`src/tss_pkg.sv`:
```
// Shared types and constants for the two-stack block.
// No dependencies; imported by every module of the block except tss_ram.
package tss_pkg;

  localparam int MAX_ENTRIES = 1024;
  localparam int ADDR_W      = $clog2(MAX_ENTRIES);
  localparam int CNT_W       = 11;
  localparam int DATA_W      = 32;
  localparam logic [CNT_W-1:0] CAP_RESET = CNT_W'(1024);
  localparam logic [CNT_W-1:0] CAP_MAX   = CNT_W'(MAX_ENTRIES);

  typedef enum logic [1:0] {
    REQ_PUSH_ONE = 2'd0,
    REQ_PUSH_TWO = 2'd1,
    REQ_POP_ONE  = 2'd2,
    REQ_POP_TWO  = 2'd3
  } req_t;

  typedef enum logic [1:0] {
    ST_DONE  = 2'd0,
    ST_FULL  = 2'd1,
    ST_EMPTY = 2'd2
  } status_t;

  typedef enum logic [2:0] {
    CS_IDLE,
    CS_EXEC,
    CS_RD_ONE,
    CS_RD_TWO,
    CS_CAP_TWO,
    CS_OUT
  } ctrl_state_t;

  // Commands from controller to datapath
  typedef struct packed {
    logic load;     // latch the accepted item
    logic exec;     // update counts, write on push
    logic rd_one;   // address stack one top
    logic rd_two;   // address stack two top
    logic cap_one;  // capture stack one top
    logic cap_two;  // capture stack two top
  } dp_cmd_t;

endpackage

```
`src/tss_ctrl.sv`:
```
// Controller state machine for the two-stack block.
// Depends on tss_pkg; drives datapath commands, busy and done.
module tss_ctrl
  import tss_pkg::*;
(
  input  logic    clk,
  input  logic    rst,
  input  logic    start,
  output logic    busy,
  output logic    done,
  output dp_cmd_t cmd
);

  ctrl_state_t state, state_next;

  // State register
  always_ff @(posedge clk) begin
    if (rst) begin
      state <= CS_IDLE;
    end else begin
      state <= state_next;
    end
  end

  // Next state and commands
  always_comb begin
    state_next = state;
    cmd        = '0;
    busy       = 1'b0;
    done       = 1'b0;
    case (state)
      CS_IDLE, CS_OUT: begin
        done = (state == CS_OUT);
        if (start) begin
          cmd.load   = 1'b1;
          state_next = CS_EXEC;
        end else begin
          state_next = CS_IDLE;
        end
      end
      CS_EXEC: begin
        busy       = 1'b1;
        cmd.exec   = 1'b1;
        state_next = CS_RD_ONE;
      end
      CS_RD_ONE: begin
        busy       = 1'b1;
        cmd.rd_one = 1'b1;
        state_next = CS_RD_TWO;
      end
      CS_RD_TWO: begin
        busy        = 1'b1;
        cmd.rd_two  = 1'b1;
        cmd.cap_one = 1'b1;
        state_next  = CS_CAP_TWO;
      end
      CS_CAP_TWO: begin
        busy        = 1'b1;
        cmd.cap_two = 1'b1;
        state_next  = CS_OUT;
      end
      default: begin
        state_next = CS_IDLE;
      end
    endcase
  end

endmodule

```
`config.mk`:
```
export PLATFORM = sky130hd
export DESIGN_NAME = tss_ctrl
export DESIGN_NICKNAME = d
export VERILOG_FILES = /design/src/tss_pkg.sv /design/src/tss_ctrl.sv
export SDC_FILE = /design/constraint.sdc
export NUM_CORES = 1
export LEC_CHECK = 0
export ABC_CLOCK_PERIOD_IN_PS = 1300
export BUFFER_PORTS_ARGS = -buffer_cell sky130_fd_sc_hd__buf_4
export CORE_AREA = 2 2 39 41
export DETAILED_ROUTE_END_ITERATION = 10
export DIE_AREA = 0 0 41 43
export GPL_TIMING_DRIVEN = 0
export PLACE_DENSITY = 0.36
export SYNTH_ARGS = -nofsm -noshare
export SYNTH_HDL_FRONTEND = slang
export SYNTH_SLANG_ARGS = --single-unit
```
`constraint.sdc`:
```
create_clock -name clk -period 1.3 [get_ports clk]
set_clock_uncertainty 0.2 [all_clocks]
set_input_delay 0.325 -clock clk [delete_from_list [all_inputs] [get_ports clk]]
set_output_delay 0.325 -clock clk [all_outputs]
set_load 0.01 [all_outputs]
```
* Word level (Yosys, flattened, before mapping) *
Cells that the tools add are included.

storage, ports and cells
  word-level logic and storage cells = 19
  register bits after elaboration = 3
  output and inout bits = 8
  bits of input ports = 3

operators by class
  mux-type cells = 10
  reduce and logical (&&, ||, !) cells = 3
  equality and inequality tests = 5

operators by type and width
  operator              count
  $pmux W3 S5           1
  $mux W1               8
  $eq A3 B2 Y1 const B  2
  $eq A3 B3 Y1 const B  2
  $reduce_or A4 Y1      1
  $eq A3 B1 Y1 const B  1
  $logic_not A3 Y1      1
  $mux W2               1
  $reduce_or A2 Y1      1

* Logic depth before layout (Yosys ltp) *
Gate-level depths: netlist of the first run.

  depth in word-level cells = 3
  gate-level depth with buffers = 3
  gate-level depth less buffers = 2

* Least setup slack after synthesis of the first run *
Ideal clock, no wire load.

  path type = register to output
  start = register state[0]
  end = output cmd[5] (netlist name)
  data required time = 0.775 ns
  path buffers = 1
  cell stages (with the launch flop) = 4
  data arrival time = 0.876 ns
  setup slack = -0.101 ns
  cells stage by stage = dfxtp_1 -> buf_6 -> xor2_1 -> nor3b_1

RTL lines
  item                    line            text
  from (decl)             tss_ctrl.sv:14  ctrl_state_t state, state_next;
  from (signal assigned)  tss_ctrl.sv:21  state <= state_next;
  to (decl)               tss_ctrl.sv:11  output dp_cmd_t cmd

==> impl_metrics.env, run 1 <==
export IMPL_port_buffers=10
export IMPL_drt_initial_drc_count=1
export IMPL_syn_nets=25
export IMPL_slowest_delay_ns=0.32
export IMPL_antennaDiodeCount=0
export IMPL_die_area_um2=1763
export IMPL_viasPerCell=3.737
export IMPL_fin_area_um2=421.7
export IMPL_synthCells=22
export IMPL_biggestRegsByFlops="state x3"
export IMPL_setup_viol=8
export IMPL_largest_register="state"
export IMPL_rows=14
export IMPL_yosysSeqAreaShare_pct=26.37
export IMPL_grt_usage_pct=8.918
export IMPL_grt_pass1_vias=216
export IMPL_drc=0
export IMPL_first_pass_iters=2
export IMPL_startpoint_type="flop"
export IMPL_ys_seq_elements=3
export IMPL_cp_common_cell="buf_6"
export IMPL_cts_htree_levels=1
export IMPL_core_um2=1384
export IMPL_yosysUniqueCellTypes=14
export IMPL_ios=11
export IMPL_p_per_area_nw_per_um2=1068
export IMPL_place_ws_ns=-0.1642
export IMPL_place_area_um2=332.8
export IMPL_antenna_found_initial=0
export IMPL_ant_nets=0
export IMPL_routedWlPerCell_um=10.39
export IMPL_final_hold_violation_count=0
export IMPL_insertion_delay_ns=0.24
export IMPL_yosys_warnings=0
export IMPL_cap_violations=0
export IMPL_die_h_um=43
export IMPL_cp_slowest_cell="dfxtp_2"
export IMPL_gp_congestion=0.6490
export IMPL_cts_root_buf="clkbuf_4"
export IMPL_critPathArrivalTime_ns=1.14
export IMPL_path_delay_family="buffers and inverters"
export IMPL_fin_crit_ns=1.664
export IMPL_grt_max_degree=11
export IMPL_synth_flop_cell="dfxtp_1"
export IMPL_finalCritPeriodShare_pct=128.0
export IMPL_hp_class="in2reg"
export IMPL_area_growth_pct=85.16
export IMPL_criticalPathCategory="reg2out"
export IMPL_layout_setup_ws_ns=-0.3639
export IMPL_overflow=0
export IMPL_layout_drive_gt1_share_pct=75.61
export IMPL_cts_tree="yes"
export IMPL_drt_total_wl_um=592
export IMPL_start_util_pct=16.46
export IMPL_synth_edf_count=0
export IMPL_fin_nets=45
export IMPL_path_cells="buf_6, and3b_2, buf_6, buf_6"
export IMPL_largest_reg_flops=3
export IMPL_cp_end_kind="output port"
export IMPL_clkSinkCount=3
export IMPL_grt_pass1_wl_um=952
export IMPL_syn_mean_instance_area_um2=10.35
export IMPL_rsz0062_at_grt="yes"
export IMPL_leakage_nw=0.2114
export IMPL_tightest_slew_ns=0.2500
export IMPL_report_final_slew_viol_count=0
export IMPL_crit_buf_inv=3
export IMPL_timing_fmax_ghz=0.6010
export IMPL_max_clock_path_buffers=2
export IMPL_crit_fanout=5
export IMPL_ir_drop_v=0.0003368
export IMPL_total_power_w=0.0004502
export IMPL_crit_required_ns=0.77
export IMPL_async_reset_ff_share_pct=0
export IMPL_vias=213
export IMPL_clk_pin_slew_ns=0.04
export IMPL_status="finished with violations"
export IMPL_die_width_um=41
export IMPL_violations="negative setup slack"
export IMPL_syn_area_um2=227.7
export IMPL_fillers=149
export IMPL_numCtsBuffers=3
export IMPL_slew_headroom_pct=83.30
-- what timing repair did --
action	in CTS	in global routing
setup endpoints to repair	8	8
hold buffers	0	0
pin swaps	2	0
gates resized for setup	6	2
gates cloned	1	0
buffers inserted	4	0
-- through the flow --
stage / std cells / hold WS, ns / setup TNS, ns / utilization, %
5_1_grt: 57 / 0.06207 / -2.920 / 30.47
4_1_cts: 57 / 0.06721 / -2.550 / 29.84
3_5_place_dp: 48 / 0.3240 / -0.3898 / 24.05
3_3_place_gp: 48 / 0.3213 / -0.3312 / 24.05
6_report: 57 / 0.07722 / -2.434 / 30.47
2_1_floorplan: 22 / 0.2016 / -0.04668 / -
-- cells in the final DEF, fill, tap and decap left out --
cell        n
xor2_1      1
o21ba_1     1
nor3b_2     4
dfxtp_1     1
xnor2_1     2
clkbuf_1    1
and3b_2     2
dfxtp_2     2
nor3_1      2
buf_4      10
nor2_1      1
a21boi_1    1
buf_6       8
buf_2       1
a2111oi_2   1
clkbuf_4    3
-- where the power goes --
part           switching, W  leakage [nW]  internal (W)
sequential       0.00000531        0.0254      0.000103
combinational     0.0000745         0.171      0.000100
clock             0.0000517        0.0150      0.000115
total              0.000132         0.211      0.000319
-- layout make-up --
class / count / area, um^2 / area share, %
Timing Repair Buffer: 15 / 125.1 / 29.67
Buffer: 4 / 45.04 / 10.68
Sequential cell: 3 / 62.56 / 14.84
Multi-Input combinational cell: 15 / 142.6 / 33.83
Clock buffer: 4 / 26.28 / 6.231
Tap cell: 16 / 20.02 / 4.748
-- synth_stat cells, types with 2 or more instances --
cell type,number,share of area (%)
dfxtp_1,3,26
nor3_1,2,4.4
xnor2_1,2,7.7
buf_6,3,15
nor3b_1,3,9.9
-- final timing paths --
path / slack [ns] / cells after the start / startpoint / to
max: -0.36 / 4 / state[0] / cmd[2]
min: 0.08 / 2 / rst / state[0]
max reg2reg: 0.03 / 4 / state[0] / state[2]
min reg2reg: 0.37 / 2 / state[1] / state[0]
-- cell families (layout without fill, tap and decap cells) --
logic type                count (synthesis)  count (layout)  share of synthesized area (%)
xor gates and xnor gates                  3               3                          11.54
DFF                                       3               3                          26.37
AOI/OAI and AO/OA                         3               3                          14.29
buffers and inverters                     4              23                          18.13
and+or+nand+nor                           9               9                          29.67
-- per-layer routing --
layer	part of all wire, %	wire, um	up-vias	GRT usage [%]
met5	0	0	-	0
met4	0	0	0	12.00
met3	6.1	36	0	1.571
met2	47	281	8	10.94
met1	46	273	93	10.54
li1	-	-	112	-
-- worst reg2reg max path: cells and delay by family (launching register included) --
family / cells / cell delay (ns)
flops: 1 / 0.32
simple gates: 1 / 0.24
buf+inv: 2 / 0.26
compound gates: 1 / 0.15
Note: power is estimated with default switching activity, not from simulation.
==> inputs of run 2 (changes only) <==
- PLACE_DENSITY: 0.36 -> unset
- PLACE_DENSITY_LB_ADDON: unset -> 0.1
==> impl_metrics.env, run 2 (same netlist as run 1, synthesis figures left out) <==
export IMPL_fillers=158
export IMPL_final_cell_mix="buf_4, buf_6, nor3b_2"
export IMPL_core_um2=1384
export IMPL_startpoint_type="flop"
export IMPL_gp_congestion=0.6569
export IMPL_internal_power_w=0.0003350
export IMPL_clkSinkCount=3
export IMPL_grt_usage_pct=9.018
export IMPL_vias=237
export IMPL_slowest_delay_ns=0.32
export IMPL_cts_hold_buf=0
export IMPL_violations="negative setup slack"
export IMPL_critPathArrivalTime_ns=1.13
export IMPL_max_clock_path_buffers=2
export IMPL_grt_pass1_vias=237
export IMPL_grt_pass1_wl_um=1000
export IMPL_start_util_pct=16.46
export IMPL_crit_fanout=5
export IMPL_drt_initial_drc_count=0
export IMPL_routedWlPerCell_um=10.53
export IMPL_fin_crit_ns=1.651
export IMPL_crit_required_ns=0.77
export IMPL_setup_viol=8
export IMPL_rsz0062_at_grt="yes"
export IMPL_cp_end_kind="output port"
export IMPL_utilization_pct=32.46
export IMPL_ir_drop_v=0.0002866
export IMPL_final_hold_violation_count=0
export IMPL_viasPerCell=3.950
export IMPL_dpl_hpwl_um=348.5
export IMPL_numCtsBuffers=3
export IMPL_total_power_w=0.0004704
export IMPL_hp_class="in2reg"
export IMPL_die_width_um=41
export IMPL_rows=14
export IMPL_status="finished with violations"
export IMPL_slew_headroom_pct=83.80
export IMPL_antenna_found_initial=0
export IMPL_drc=0
export IMPL_antennaDiodeCount=0
export IMPL_cts_tree="yes"
export IMPL_clockPowerShare_pct=35.0
export IMPL_die_area_um2=1763
export IMPL_path_delay_family="buffers and inverters"
export IMPL_grt_max_degree=11
export IMPL_ff_latch_area_um2=62.56
export IMPL_insertion_delay_ns=0.23
export IMPL_area_growth_pct=97.25
export IMPL_cts_root_buf="clkbuf_4"
export IMPL_crit_buf_inv=3
export IMPL_leakage_nw=0.2295
export IMPL_largest_register="state"
export IMPL_p_per_area_nw_per_um2=1047
export IMPL_report_final_slew_viol_count=0
export IMPL_criticalPathCategory="reg2out"
export IMPL_die_h_um=43
export IMPL_final_common_cell="buf_4"
export IMPL_fin_nets=48
export IMPL_overflow=0
export IMPL_seq_power_share_pct=23.1
export IMPL_largest_reg_flops=3
export IMPL_layout_setup_ws_ns=-0.3512
export IMPL_p_sw_w=0.0001354
export IMPL_drt_total_wl_um=632
export IMPL_swShare_pct=28.78
export IMPL_layout_drive_gt1_share_pct=79.55
export IMPL_first_pass_iters=1
export IMPL_multi_input_area_um2=147.6
export IMPL_tightest_slew_ns=0.2426
export IMPL_timing_fmax_ghz=0.6056
export IMPL_finalCritPeriodShare_pct=127.0
export IMPL_cp_common_cell="buf_6"
export IMPL_ant_nets=0
export IMPL_path_cells="buf_6, and3b_2, buf_6, buf_6"
export IMPL_cp_slowest_cell="dfxtp_2"
export IMPL_ios=11
export IMPL_port_buffers=10
export IMPL_cts_htree_levels=1
export IMPL_biggestRegsByFlops="state x3"
export IMPL_pwr_share_comb_pct=41.9
export IMPL_cap_violations=0
export IMPL_clk_pin_slew_ns=0.04
[run 2: cell types whose count changed in the layout (fill, tap and decap cells not counted)]
cell    change
nor3_2      +1
buf_4       +3
nor3_1      -1
[run 2: repair_timing]
action | 4_1_cts | 5_1_grt
setup endpoints to repair | 8 | 8
gates cloned | 1 | 0
setup buffers | 3 | 4
gates resized for setup | 6 | 3
pin swaps | 3 | 0
[run 2: worst paths after layout]
| kind | startpoint | slack [ns] | cells after the start | endpoint |
|---|---|---|---|---|
| worst min register to register | state[2] | 0.46 | 3 | state[1] |
| worst max-delay path | state[0] | -0.35 | 4 | cmd[2] |
| worst min-delay path | rst | 0.08 | 2 | state[0] |
| worst max register to register | state[1] | 0.03 | 4 | state[0] |
[run 2: metal layers]
layer,global-route usage [%],part of all wire [%],up-vias
met5,0,0,-
li1,-,-,119
met4,12.00,4.7,0
met2,11.88,53,9
met3,1.047,4.6,4
met1,10.22,38,105
[run 2: final cells by class]
cell class	instances	share of cell area, %
multi-input cells	15	32.87
flip-flops and latches	3	13.93
well taps	16	4.457
plain buffers	4	10.03
repair buffers	18	32.87
clock buffers	4	5.850
[run 2: metrics by stage]
stage,std cells,setup WS [ns],TNS (ns),area [um^2],hold slack [ns]
finish,60,-0.3512,-2.403,449.2,0.07922
global route,60,-0.3931,-2.785,449.2,0.07527
CTS,56,-0.3584,-2.532,405.4,0.07217
detailed placement,48,-0.1622,-0.4013,332.8,0.3267
global placement,48,-0.1457,-0.3169,332.8,0.3209
floorplan,22,-0.03272,-0.04668,237.7,0.2016
[run 2: power by group through the flow]
| stage | sequential [W] | clock, W | combinational (W) |
|---|---|---|---|
| 5_1_grt | 0.000109 | 0.000177 | 0.000212 |
| 3_3_place_gp | 0.000107 | 0 | 0.000153 |
| 4_1_cts | 0.000109 | 0.000171 | 0.000168 |
| 3_5_place_dp | 0.000108 | 0 | 0.000155 |
| 2_1_floorplan | 0.000107 | 0 | 0.000102 |
| 6_report | 0.000109 | 0.000165 | 0.000197 |
